==> src/rtl/rdzp_pkg.sv <==
// Shared constants, types and field layout of the row delta zero run packer.
package rdzp_pkg;

  localparam int MAX_WIDTH   = 8192;
  localparam int SAMPLE_BITS = 14;
  localparam int RUN_BITS    = 24;

  localparam int DELTA_W  = SAMPLE_BITS + 1;
  localparam int COL_W    = $clog2(MAX_WIDTH);
  localparam int W_W      = $clog2(MAX_WIDTH + 1);
  localparam int FW_REG_W = 14;
  localparam int HGT_W    = 14;
  localparam int ROW_W    = 13;
  localparam int W_MIN    = 16;
  localparam int H_MIN    = 2;
  localparam int H_MAX    = 8192;

  localparam int Q_W          = 7;
  localparam int Q_MIN        = 1;
  localparam int Q_MAX        = 100;
  localparam int Q_DIV3_MUL   = 171;
  localparam int Q_DIV3_SHIFT = 9;
  localparam int THR_BASE     = 48;
  localparam int EXTRA_W      = 8;
  localparam int THR_W        = 9;
  localparam int SHIFT_W      = 3;
  localparam int SHIFT_MAX    = 4;
  localparam int CMP_W        = 16;
  localparam int SHORT_MAX    = 127;

  localparam int BYTE_W       = 31;
  localparam int HEADER_BYTES = 16;
  localparam int CAP_MIN      = 64;
  localparam int MARK_BYTES   = 2;
  localparam int SHORT_NEED   = 3;
  localparam int SHORT_BYTES  = 1;
  localparam int LONG_BYTES   = 4;
  localparam int CHUNK_BYTES  = 4;
  localparam int SMALL_CHUNK_BYTES = 2;
  localparam int SMALL_CHUNK_MAX   = 255;

  localparam int CHUNK_W = 16;
  localparam logic [CHUNK_W-1:0] CHUNK_MAX = 16'hFFFF;
  localparam int KCNT_W  = RUN_BITS - 15;
  localparam logic [RUN_BITS-1:0] RUN_FLUSH =
    RUN_BITS'((((64'd1 << RUN_BITS) - 64'd1) / 64'(CHUNK_MAX)) * 64'(CHUNK_MAX));

  localparam int ROWI_W = 8;
  localparam int IN_TDATA_W = ((SAMPLE_BITS + 7) / 8) * 8;

  localparam int OUT_ROW_LSB   = 0;
  localparam int OUT_RUN_LSB   = OUT_ROW_LSB + ROWI_W;
  localparam int OUT_DELTA_LSB = OUT_RUN_LSB + RUN_BITS;
  localparam int OUT_BYTES_LSB = OUT_DELTA_LSB + DELTA_W;
  localparam int OUT_OVF_BIT   = OUT_BYTES_LSB + BYTE_W;
  localparam int OUT_BITS      = OUT_OVF_BIT + 1;
  localparam int OUT_TDATA_W   = ((OUT_BITS + 7) / 8) * 8;
  localparam int KIND_W        = 2;

  localparam int FQ_DEPTH = 4;
  localparam int FQ_PTR_W = $clog2(FQ_DEPTH);
  localparam int FQ_CNT_W = $clog2(FQ_DEPTH + 1);

  localparam int CFG_IDX_W  = 3;
  localparam int CFG_DATA_W = 31;

  typedef enum logic [CFG_IDX_W-1:0] {
    CFG_QUALITY  = 3'd0,
    CFG_EXTRA    = 3'd1,
    CFG_SHIFT    = 3'd2,
    CFG_WIDTH    = 3'd3,
    CFG_HEIGHT   = 3'd4,
    CFG_CAPACITY = 3'd5
  } cfg_idx_e;

  typedef enum logic [KIND_W-1:0] {
    TK_MARK  = 2'd0,
    TK_RUN   = 2'd1,
    TK_SHORT = 2'd2,
    TK_LONG  = 2'd3
  } tok_kind_e;

  typedef enum logic [1:0] {
    PH_MARK  = 2'd0,
    PH_BODY  = 2'd1,
    PH_DELTA = 2'd2
  } phase_e;

  typedef struct packed {
    logic [THR_W-1:0]   thr;
    logic [SHIFT_W-1:0] shift;
    logic [W_W-1:0]     width;
    logic [HGT_W-1:0]   height;
    logic [BYTE_W-1:0]  cap;
  } cfg_t;

  typedef struct packed {
    logic               mk;
    logic [ROWI_W-1:0]  row_idx;
    logic               zero;
    logic               shrt;
    logic               last;
    logic [DELTA_W-1:0] delta;
  } fentry_t;

  typedef struct packed {
    tok_kind_e           kind;
    logic [ROWI_W-1:0]   row;
    logic [RUN_BITS-1:0] run;
    logic [DELTA_W-1:0]  delta;
    logic [BYTE_W-1:0]   bytes;
    logic                ovf;
    logic                last;
  } tok_t;

endpackage

==> src/rtl/row_delta_zero_run_packer_top.sv <==
// Top level of the row delta zero run packer.
// Takes one 14-bit sample per transaction in row order (tlast marks end of data) and
// emits row marker, zero run and delta tokens, one per transaction, with the running
// byte position, an overflow flag and tlast on the final token of a frame. The front
// end classifies a sample in the cycle it is accepted and pushes it into a four-entry
// queue, so input is taken every cycle while the queue has room. The back end works
// one step per cycle, waiting while a token is due and the output register is full;
// each extra token a sample causes (row marker, run flush ahead of a delta) takes one
// more step. The output register moves at most one token per cycle. Configuration
// writes apply at once and are meant to be made only while the block is idle.
module row_delta_zero_run_packer_top import rdzp_pkg::*; (
  input  logic                   clk_i,
  input  logic                   rst_ni,
  input  logic                   s_axis_tvalid_i,
  output logic                   s_axis_tready_o,
  input  logic [IN_TDATA_W-1:0]  s_axis_tdata_i,   // sample, zero pad
  input  logic                   s_axis_tlast_i,
  output logic                   m_axis_tvalid_o,
  input  logic                   m_axis_tready_i,
  output logic [OUT_TDATA_W-1:0] m_axis_tdata_o,   // row_index, run_length, delta_value,
                                                   // bytes_so_far, overflow, zero pad
  output logic [KIND_W-1:0]      m_axis_tuser_o,   // token_kind
  output logic                   m_axis_tlast_o,
  input  logic                   cfg_valid_i,
  output logic                   cfg_ready_o,
  input  logic [CFG_IDX_W-1:0]   cfg_index_i,
  input  logic [CFG_DATA_W-1:0]  cfg_data_i
);

  cfg_t    cfg;
  logic    push, fifo_ready, head_valid, pop;
  fentry_t entry, head;
  tok_t    tok;

  assign s_axis_tready_o = fifo_ready;

  rdzp_cfg u_cfg (
    .clk_i       (clk_i),
    .rst_ni      (rst_ni),
    .cfg_valid_i (cfg_valid_i),
    .cfg_ready_o (cfg_ready_o),
    .cfg_index_i (cfg_index_i),
    .cfg_data_i  (cfg_data_i),
    .cfg_o       (cfg)
  );

  rdzp_front u_front (
    .clk_i    (clk_i),
    .rst_ni   (rst_ni),
    .cfg_i    (cfg),
    .valid_i  (s_axis_tvalid_i),
    .ready_i  (fifo_ready),
    .sample_i (s_axis_tdata_i[SAMPLE_BITS-1:0]),
    .eod_i    (s_axis_tlast_i),
    .push_o   (push),
    .entry_o  (entry)
  );

  rdzp_fifo u_fifo (
    .clk_i        (clk_i),
    .rst_ni       (rst_ni),
    .push_i       (push),
    .entry_i      (entry),
    .ready_o      (fifo_ready),
    .pop_i        (pop),
    .head_valid_o (head_valid),
    .head_o       (head)
  );

  rdzp_back u_back (
    .clk_i        (clk_i),
    .rst_ni       (rst_ni),
    .cfg_i        (cfg),
    .head_valid_i (head_valid),
    .head_i       (head),
    .pop_o        (pop),
    .tok_valid_o  (m_axis_tvalid_o),
    .tok_ready_i  (m_axis_tready_i),
    .tok_o        (tok)
  );

  assign m_axis_tdata_o = OUT_TDATA_W'({tok.ovf, tok.bytes, tok.delta, tok.run, tok.row});
  assign m_axis_tuser_o = tok.kind;
  assign m_axis_tlast_o = tok.last;

endmodule

==> src/rtl/rdzp_cfg.sv <==
// Configuration registers with clamping and delta threshold derivation.
module rdzp_cfg import rdzp_pkg::*; (
  input  logic                  clk_i,
  input  logic                  rst_ni,
  input  logic                  cfg_valid_i,
  output logic                  cfg_ready_o,
  input  logic [CFG_IDX_W-1:0]  cfg_index_i,
  input  logic [CFG_DATA_W-1:0] cfg_data_i,
  output cfg_t                  cfg_o
);

  logic [Q_W-1:0]      quality_q;
  logic [EXTRA_W-1:0]  extra_q;
  logic [SHIFT_W-1:0]  shift_q;
  logic [FW_REG_W-1:0] width_q;
  logic [HGT_W-1:0]    height_q;
  logic [BYTE_W-1:0]   cap_q;

  logic [Q_W-1:0]  q_eff;
  logic [14:0]     q_mul;
  logic [5:0]      q_div3;
  logic [5:0]      thr_base;

  assign cfg_ready_o = 1'b1;

  always_ff @(posedge clk_i or negedge rst_ni) begin
    if (!rst_ni) begin
      quality_q <= Q_W'(85);
      extra_q   <= '0;
      shift_q   <= '0;
      width_q   <= FW_REG_W'(1920);
      height_q  <= HGT_W'(1080);
      cap_q     <= BYTE_W'(16777216);
    end else if (cfg_valid_i) begin
      case (cfg_idx_e'(cfg_index_i))
        CFG_QUALITY:  quality_q <= cfg_data_i[Q_W-1:0];
        CFG_EXTRA:    extra_q   <= cfg_data_i[EXTRA_W-1:0];
        CFG_SHIFT:    shift_q   <= cfg_data_i[SHIFT_W-1:0];
        CFG_WIDTH:    width_q   <= cfg_data_i[FW_REG_W-1:0];
        CFG_HEIGHT:   height_q  <= cfg_data_i[HGT_W-1:0];
        CFG_CAPACITY: cap_q     <= cfg_data_i[BYTE_W-1:0];
        default: ;
      endcase
    end
  end

  always_comb begin
    if (quality_q < Q_W'(Q_MIN)) begin
      q_eff = Q_W'(Q_MIN);
    end else if (quality_q > Q_W'(Q_MAX)) begin
      q_eff = Q_W'(Q_MAX);
    end else begin
      q_eff = quality_q;
    end
    // q/3 by reciprocal, exact for q below 512; base stays >= 15 so no floor at 1
    q_mul    = 15'(q_eff) * 15'(Q_DIV3_MUL);
    q_div3   = 6'(q_mul >> Q_DIV3_SHIFT);
    thr_base = 6'(THR_BASE) - q_div3;
    cfg_o.thr = THR_W'(thr_base) + THR_W'(extra_q);

    cfg_o.shift = (shift_q > SHIFT_W'(SHIFT_MAX)) ? SHIFT_W'(SHIFT_MAX) : shift_q;

    if (32'(width_q) > 32'(MAX_WIDTH)) begin
      cfg_o.width = W_W'(MAX_WIDTH);
    end else if (width_q < FW_REG_W'(W_MIN)) begin
      cfg_o.width = W_W'(W_MIN);
    end else begin
      cfg_o.width = W_W'(width_q);
    end

    if (height_q < HGT_W'(H_MIN)) begin
      cfg_o.height = HGT_W'(H_MIN);
    end else if (height_q > HGT_W'(H_MAX)) begin
      cfg_o.height = HGT_W'(H_MAX);
    end else begin
      cfg_o.height = height_q;
    end

    cfg_o.cap = (cap_q < BYTE_W'(CAP_MIN)) ? BYTE_W'(CAP_MIN) : cap_q;
  end

endmodule

==> src/rtl/rdzp_front.sv <==
// Front end: quantizes, differences and classifies samples, tracks row position.
module rdzp_front import rdzp_pkg::*; (
  input  logic                   clk_i,
  input  logic                   rst_ni,
  input  cfg_t                   cfg_i,
  input  logic                   valid_i,
  input  logic                   ready_i,
  input  logic [SAMPLE_BITS-1:0] sample_i,
  input  logic                   eod_i,
  output logic                   push_o,
  output fentry_t                entry_o
);

  logic [SAMPLE_BITS-1:0] prev_q, prev_d;
  logic [COL_W-1:0]       col_q, col_d;
  logic [ROW_W-1:0]       row_q, row_d;

  logic [SAMPLE_BITS-1:0] qmask, cur, prev;
  logic [DELTA_W-1:0]     d, dneg;
  logic [SAMPLE_BITS-1:0] mag;
  logic [W_W-1:0]         col_p1;
  logic [HGT_W-1:0]       row_p1;
  logic                   first, row_end, last;

  assign push_o = valid_i && ready_i;

  always_comb begin
    qmask   = ~((SAMPLE_BITS'(1) << cfg_i.shift) - SAMPLE_BITS'(1));
    cur     = sample_i & qmask;
    first   = (col_q == '0);
    prev    = first ? '0 : prev_q;
    d       = {1'b0, cur} - {1'b0, prev};
    dneg    = '0 - d;
    mag     = d[DELTA_W-1] ? dneg[SAMPLE_BITS-1:0] : d[SAMPLE_BITS-1:0];
    col_p1  = W_W'(col_q) + W_W'(1);
    row_p1  = HGT_W'(row_q) + HGT_W'(1);
    row_end = (col_p1 >= cfg_i.width);
    last    = eod_i || (row_end && (row_p1 >= cfg_i.height));

    entry_o.mk      = first;
    entry_o.row_idx = row_q[ROWI_W-1:0];
    entry_o.zero    = (CMP_W'(mag) <= CMP_W'(cfg_i.thr));
    entry_o.shrt    = (CMP_W'(mag) <= CMP_W'(SHORT_MAX));
    entry_o.last    = last;
    entry_o.delta   = d;

    prev_d = prev_q;
    col_d  = col_q;
    row_d  = row_q;
    if (push_o) begin
      prev_d = cur;
      if (last) begin
        prev_d = '0;
        col_d  = '0;
        row_d  = '0;
      end else if (row_end) begin
        col_d = '0;
        row_d = row_q + ROW_W'(1);
      end else begin
        col_d = col_q + COL_W'(1);
      end
    end
  end

  always_ff @(posedge clk_i or negedge rst_ni) begin
    if (!rst_ni) begin
      prev_q <= '0;
      col_q  <= '0;
      row_q  <= '0;
    end else begin
      prev_q <= prev_d;
      col_q  <= col_d;
      row_q  <= row_d;
    end
  end

endmodule

==> src/rtl/rdzp_fifo.sv <==
// Short queue of classified samples between front and back.
module rdzp_fifo import rdzp_pkg::*; (
  input  logic    clk_i,
  input  logic    rst_ni,
  input  logic    push_i,
  input  fentry_t entry_i,
  output logic    ready_o,
  input  logic    pop_i,
  output logic    head_valid_o,
  output fentry_t head_o
);

  fentry_t             mem_q [FQ_DEPTH];
  logic [FQ_PTR_W-1:0] wr_q, rd_q;
  logic [FQ_CNT_W-1:0] cnt_q;

  assign ready_o      = (cnt_q != FQ_CNT_W'(FQ_DEPTH));
  assign head_valid_o = (cnt_q != '0);
  assign head_o       = mem_q[rd_q];

  always_ff @(posedge clk_i) begin
    if (push_i) begin
      mem_q[wr_q] <= entry_i;
    end
  end

  always_ff @(posedge clk_i or negedge rst_ni) begin
    if (!rst_ni) begin
      wr_q  <= '0;
      rd_q  <= '0;
      cnt_q <= '0;
    end else begin
      if (push_i) begin
        wr_q <= wr_q + FQ_PTR_W'(1);
      end
      if (pop_i) begin
        rd_q <= rd_q + FQ_PTR_W'(1);
      end
      case ({push_i, pop_i})
        2'b10:   cnt_q <= cnt_q + FQ_CNT_W'(1);
        2'b01:   cnt_q <= cnt_q - FQ_CNT_W'(1);
        default: cnt_q <= cnt_q;
      endcase
    end
  end

endmodule

==> src/rtl/rdzp_back.sv <==
// Back end: run counting, byte accounting, capacity checks and token emission.
module rdzp_back import rdzp_pkg::*; (
  input  logic    clk_i,
  input  logic    rst_ni,
  input  cfg_t    cfg_i,
  input  logic    head_valid_i,
  input  fentry_t head_i,
  output logic    pop_o,
  output logic    tok_valid_o,
  input  logic    tok_ready_i,
  output tok_t    tok_o
);

  phase_e              phase_q, phase_d;
  logic [BYTE_W-1:0]   pos_q, pos_d;
  logic [RUN_BITS-1:0] pz_q, pz_d;
  logic [KCNT_W-1:0]   k_q, k_d;
  logic [CHUNK_W-1:0]  m_q, m_d;
  logic                failed_q, failed_d;
  logic                valid_q;
  tok_t                tok_q, tok_d;

  logic                out_free, emit, done, body_go, delta_go, flush_z;
  logic [RUN_BITS-1:0] pz1, rpz;
  logic [KCNT_W-1:0]   k1, rk, nch;
  logic [CHUNK_W-1:0]  m1, rm;
  logic [2:0]          tail;
  logic [31:0]         pos32, cap32, mk_pos, run_pos, dl_pos;
  logic                mk_ovf, run_ovf, dl_ovf;

  assign out_free    = !valid_q || tok_ready_i;
  assign tok_valid_o = valid_q;
  assign tok_o       = tok_q;
  assign pop_o       = done;

  always_comb begin
    pz1 = pz_q + RUN_BITS'(1);
    if (m_q == CHUNK_MAX - CHUNK_W'(1)) begin
      m1 = '0;
      k1 = k_q + KCNT_W'(1);
    end else begin
      m1 = m_q + CHUNK_W'(1);
      k1 = k_q;
    end
    flush_z = (pz1 >= RUN_FLUSH) || head_i.last;

    rpz = head_i.zero ? pz1 : pz_q;
    rk  = head_i.zero ? k1 : k_q;
    rm  = head_i.zero ? m1 : m_q;
    nch = rk + KCNT_W'(rm != '0);
    if (rm == '0) begin
      tail = '0;
    end else if (rm <= CHUNK_W'(SMALL_CHUNK_MAX)) begin
      tail = 3'(SMALL_CHUNK_BYTES);
    end else begin
      tail = 3'(CHUNK_BYTES);
    end

    pos32   = {1'b0, pos_q};
    cap32   = {1'b0, cfg_i.cap};
    mk_pos  = pos32 + 32'(MARK_BYTES);
    mk_ovf  = mk_pos > cap32;
    run_ovf = (pos32 + (32'(nch) << 2)) > cap32;
    run_pos = pos32 + (32'(rk) << 2) + 32'(tail);
    dl_ovf  = (pos32 + (head_i.shrt ? 32'(SHORT_NEED) : 32'(LONG_BYTES))) > cap32;
    dl_pos  = pos32 + (head_i.shrt ? 32'(SHORT_BYTES) : 32'(LONG_BYTES));
  end

  always_comb begin
    phase_d  = phase_q;
    pos_d    = pos_q;
    pz_d     = pz_q;
    k_d      = k_q;
    m_d      = m_q;
    failed_d = failed_q;
    tok_d    = '0;
    emit     = 1'b0;
    done     = 1'b0;
    body_go  = 1'b0;
    delta_go = 1'b0;

    if (head_valid_i) begin
      case (phase_q)
        PH_MARK: begin
          if (head_i.mk && !failed_q) begin
            if (out_free) begin
              emit       = 1'b1;
              tok_d.kind = TK_MARK;
              tok_d.row  = head_i.row_idx;
              tok_d.ovf  = mk_ovf;
              tok_d.last = mk_ovf;
              if (mk_ovf) begin
                tok_d.bytes = pos_q;
                failed_d    = 1'b1;
              end else begin
                tok_d.bytes = mk_pos[BYTE_W-1:0];
                pos_d       = mk_pos[BYTE_W-1:0];
              end
              phase_d = PH_BODY;
            end
          end else begin
            body_go = 1'b1;
          end
        end
        PH_BODY:  body_go  = 1'b1;
        PH_DELTA: delta_go = 1'b1;
        default:  phase_d  = PH_MARK;
      endcase

      if (body_go) begin
        if (failed_q) begin
          done = 1'b1;
        end else if (head_i.zero && !flush_z) begin
          pz_d = pz1;
          k_d  = k1;
          m_d  = m1;
          done = 1'b1;
        end else if (head_i.zero || (pz_q != '0)) begin
          if (out_free) begin
            emit       = 1'b1;
            tok_d.kind = TK_RUN;
            tok_d.run  = rpz;
            tok_d.ovf  = run_ovf;
            tok_d.last = run_ovf || (head_i.zero && head_i.last);
            pz_d       = '0;
            k_d        = '0;
            m_d        = '0;
            if (run_ovf) begin
              tok_d.bytes = pos_q;
              failed_d    = 1'b1;
            end else begin
              tok_d.bytes = run_pos[BYTE_W-1:0];
              pos_d       = run_pos[BYTE_W-1:0];
            end
            if (run_ovf || head_i.zero) begin
              done = 1'b1;
            end else begin
              phase_d = PH_DELTA;
            end
          end
        end else begin
          delta_go = 1'b1;
        end
      end

      if (delta_go && out_free) begin
        emit        = 1'b1;
        tok_d.kind  = head_i.shrt ? TK_SHORT : TK_LONG;
        tok_d.delta = head_i.delta;
        tok_d.ovf   = dl_ovf;
        tok_d.last  = dl_ovf || head_i.last;
        if (dl_ovf) begin
          tok_d.bytes = pos_q;
          failed_d    = 1'b1;
        end else begin
          tok_d.bytes = dl_pos[BYTE_W-1:0];
          pos_d       = dl_pos[BYTE_W-1:0];
        end
        done = 1'b1;
      end

      if (done) begin
        phase_d = PH_MARK;
        if (head_i.last) begin
          pos_d    = BYTE_W'(HEADER_BYTES);
          pz_d     = '0;
          k_d      = '0;
          m_d      = '0;
          failed_d = 1'b0;
        end
      end
    end
  end

  always_ff @(posedge clk_i or negedge rst_ni) begin
    if (!rst_ni) begin
      phase_q  <= PH_MARK;
      pos_q    <= BYTE_W'(HEADER_BYTES);
      pz_q     <= '0;
      k_q      <= '0;
      m_q      <= '0;
      failed_q <= 1'b0;
      valid_q  <= 1'b0;
    end else begin
      phase_q  <= phase_d;
      pos_q    <= pos_d;
      pz_q     <= pz_d;
      k_q      <= k_d;
      m_q      <= m_d;
      failed_q <= failed_d;
      if (emit) begin
        valid_q <= 1'b1;
      end else if (tok_ready_i) begin
        valid_q <= 1'b0;
      end
    end
  end

  always_ff @(posedge clk_i) begin
    if (emit) begin
      tok_q <= tok_d;
    end
  end

endmodule

==> config.mk <==
export PLATFORM = sky130hd
export DESIGN_NAME = row_delta_zero_run_packer_top
export DESIGN_NICKNAME = d
export VERILOG_FILES = /design/src/rtl/rdzp_pkg.sv /design/src/rtl/row_delta_zero_run_packer_top.sv /design/src/rtl/rdzp_cfg.sv /design/src/rtl/rdzp_front.sv /design/src/rtl/rdzp_fifo.sv /design/src/rtl/rdzp_back.sv
export SDC_FILE = /design/constraint.sdc
export NUM_CORES = 1
export LEC_CHECK = 0
export BUFFER_PORTS_ARGS = -buffer_cell sky130_fd_sc_hd__clkbuf_2
export CAP_MARGIN = 20
export CORE_MARGIN = 2
export CORE_UTILIZATION = 45
export DETAILED_ROUTE_END_ITERATION = 10
export PLACE_DENSITY_LB_ADDON = 0.15
export SETUP_SLACK_MARGIN = 0.5
export SYNTH_ARGS = -nofsm -noshare
export SYNTH_HDL_FRONTEND = slang
export SYNTH_HIERARCHICAL = 1
export SYNTH_SLANG_ARGS = --single-unit
==> constraint.sdc <==
create_clock -name clk_i -period 7.9 [get_ports clk_i]
set_clock_uncertainty 0.05 [all_clocks]
set_input_delay 0.395 -clock clk_i [delete_from_list [all_inputs] [get_ports clk_i]]
set_output_delay 0.395 -clock clk_i [all_outputs]
set_load 0.01 [all_outputs]
==> out/qor.yml <==
initial_core_util_pct: 45.67
min-delay-path-class: "in -> reg"
syn_avg_cell_area_um2: 9.447
dr_total_vias: 25325
cts_tree: "yes"
start_kind: "register"
final-instance-count-excl-fill: 4193
fmax_mhz: 131.9
worstSetupPathType: "reg -> reg"
synth-edff-count: 190
wl_per_cell_um: 22.54
num-nets-final: 3609
drc_errors: 0
slowest_stage: "dfrtp_2"
drt_iter0_markers: 2718
core-area_mm2: 0.06458
clk_pin_slew_ps: 60
syn2layout_area_growth_pct: 16.97
place.gp.congestion: 0.9773
worst_pin_slew_ps: 1146
die_y_um: 260.0
synthDistinctLibCells: 128
critPathMaxFanout: 6
p_leak_nw: 14.51
cts_made_buffers: 47
syn_nets: 3432
ys_async_sr_fraction_pct: 52.26
grt_antenna_before_repair: 1
fin_crit_ps: 7579
io_pins: 142
peakVddDrop_mv: 0.8207
setup_viol: 0
place_area_mm2: 0.03139
finalHoldViolCount: 0
die_area_mm2: 0.06760
grt_max_degree: 76
status: "completed"
grt_pass1_wl_um: 143100
cts_num_sinks: 398
portBuffers: 137
drt_wl_total_um: 94500
rows: 93
n_antenna_cell: 0
powerDensity_mw_per_mm2: 434.3
rsz0062_at_grt: "yes"
busiest_layer: "met2"
grtUsageMet1_pct: 35.87
fin_crit_sh_pct: 95.94
cts_root_buf: "clkbuf_16"
grt_use_total_pct: 27.29
synth-main-ff-cell: "dfrtp_1"
fin_util_pct: 53.42
postRouteAntennaNets: 0
final_cell_mix: "269 x nand2_1, 233 x ha_1, 208 x nor2_1"
regArea_mm2: 0.01094
clk_latency_ps: 620
multiInputGateArea_mm2: 0.01794
synth_area_mm2: 0.02949
overflow: 0
worstPathArrival_ps: 8050
dp_cells: 4034
cp.required_ps: 8370
yosys_warnings: 6
first_pass_iters: 6
relSlewSlack_pct: 22.49
cap_violations: 0
hpwlAfterDp_um: 68410
worst_setup_path_end_kind: "register"
grt_util_met2_pct: 45.09
drv_slew: 0
grt_pass1_vias: 24522
mostFrequentLayoutCell: "nand2_1"
cp_common_cell: "ha_4"
ctsHtreeMaxLevel: 2
avgViaCountPerCell: 6.040
fin_setup_tns_ps: 0
drive_above_1_share_pct: 21.27
fill_cells: 5837
ys_seq_area_share_pct: 37.05
ys_ff_latch: 398
synth_cells: 3122
fin_area_mm2: 0.03450
clk_path_buf_depth: 3
max_stage_delay_ps: 480
use_met3_pct: 3.674
die_x_um: 260.0
-- synth_stat cells (69+ instances only) --
library cell	number	area share (%)
a21oi_1	147	2.5
and3_1	69	1.5
clkbuf_1	148	1.9
dfrtp_1	194	16
edfxtp_1	190	19
ha_1	238	10
inv_1	159	2.0
mux2_2	77	2.9
nand2_1	284	3.6
nand3_1	112	1.9
nor2_1	218	2.8
o21ai_0	199	3.4
xnor2_1	122	3.6
xor2_1	96	2.9
-- critical path, delay by kind of cell (launching register included) --
family / cells / cell delay [ps]
buffers and inverters: 5 / 620
adders and majority gates: 7 / 1840
DFF: 1 / 480
xor gates and xnor gates: 4 / 610
AOI/OAI and AO/OA: 13 / 2540
and+or+nand+nor: 10 / 1330
-- registers in the layout, summed over array words and instances (netlist names), 7 cells and up --
register	cells
u_back/tok_o	82
u_front/prev_q	14
u_cfg/extra_q	8
u_cfg/cap_q	31
u_cfg/width_q	14
u_back/m_q	16
u_back/pos_q	31
u_front/col_q	13
u_back/pz_q	24
u_cfg/quality_q	7
u_back/k_q	9
u_front/row_q	13
u_cfg/height_q	14
u_fifo/mem_q	108
-- where the power goes --
part / total [mW] / switching, mW / leakage (nW) / internal, mW
Clock: 2.20 / 0.922 / 0.757 / 1.28
Combinational: 9.26 / 5.62 / 9.29 / 3.63
Sequential: 3.52 / 0.422 / 4.46 / 3.10
-- layout make-up --
| class | instances | share of cell area [%] |
|---|---|---|
| tap | 855 | 3.101 |
| timing repair buffer | 329 | 6.902 |
| sequential | 398 | 31.71 |
| clock inverter | 29 | 0.9539 |
| clock buffer | 59 | 3.569 |
| inverter | 162 | 1.763 |
| multi-input combinational | 2361 | 52.00 |
-- stage by stage --
| stage | setup WS [ps] | power [mW] | hold WS, ps |
|---|---|---|---|
| 5_1_grt | 29.85 | 16.02 | 60.82 |
| 6_report | 320.7 | 14.98 | 68.31 |
| 3_3_place_gp | 205.2 | 11.71 | 386.3 |
| 3_5_place_dp | -17.03 | 11.98 | 380.8 |
| 4_1_cts | 512.9 | 14.35 | 52.02 |
| 2_1_floorplan | 503.4 | 9.204 | 49.41 |
-- cell families (layout without fill, tap and decap cells) --
logic type / after synthesis / after routing / synth area share [%]
AO/OA/AOI/OAI: 716 / 717 / 16.46
flip-flops: 398 / 398 / 37.05
other: 2 / 2 / 0.02546
AND/OR/NAND/NOR: 1047 / 1047 / 17.98
XOR/XNOR: 221 / 221 / 6.640
adder cells (fa/ha/maj): 254 / 254 / 11.18
multiplexers: 120 / 120 / 5.587
buffers and inverters: 364 / 579 / 5.074
-- per-layer routing --
| layer | vias to the layer above | wire (um) |
|---|---|---|
| li1 | 11757 | - |
| met1 | 12358 | 39420 |
| met2 | 962 | 44890 |
| met3 | 248 | 5735 |
| met4 | 0 | 4462 |
| met5 | - | 0 |
-- worst paths after layout --
path	from	end	slack, ps	cells past startpoint
worst max-delay path	u_back/m_q[1]	u_fifo/cnt_q[2]	320	39
worst min-delay path	cfg_data_i[9]	u_cfg/height_q[9]	70	2
worst max register to register	u_back/m_q[1]	u_fifo/cnt_q[2]	320	39
worst min register to register	u_front/prev_q[0]	u_front/prev_q[0]	420	2
max in group asynchronous	rst_ni	u_front/prev_q[6]	6070	3
min in group asynchronous	rst_ni	u_cfg/cap_q[14]	310	2
-- what timing repair did --
item,CTS,global route
gates resized for setup,32,199
hold endpoints to repair,94,0
setup endpoints to repair,119,124
gates cloned,0,3
buffers inserted,4,41
pin swaps,12,69
hold buffers,23,0
Power figures use the tool's default switching activity.
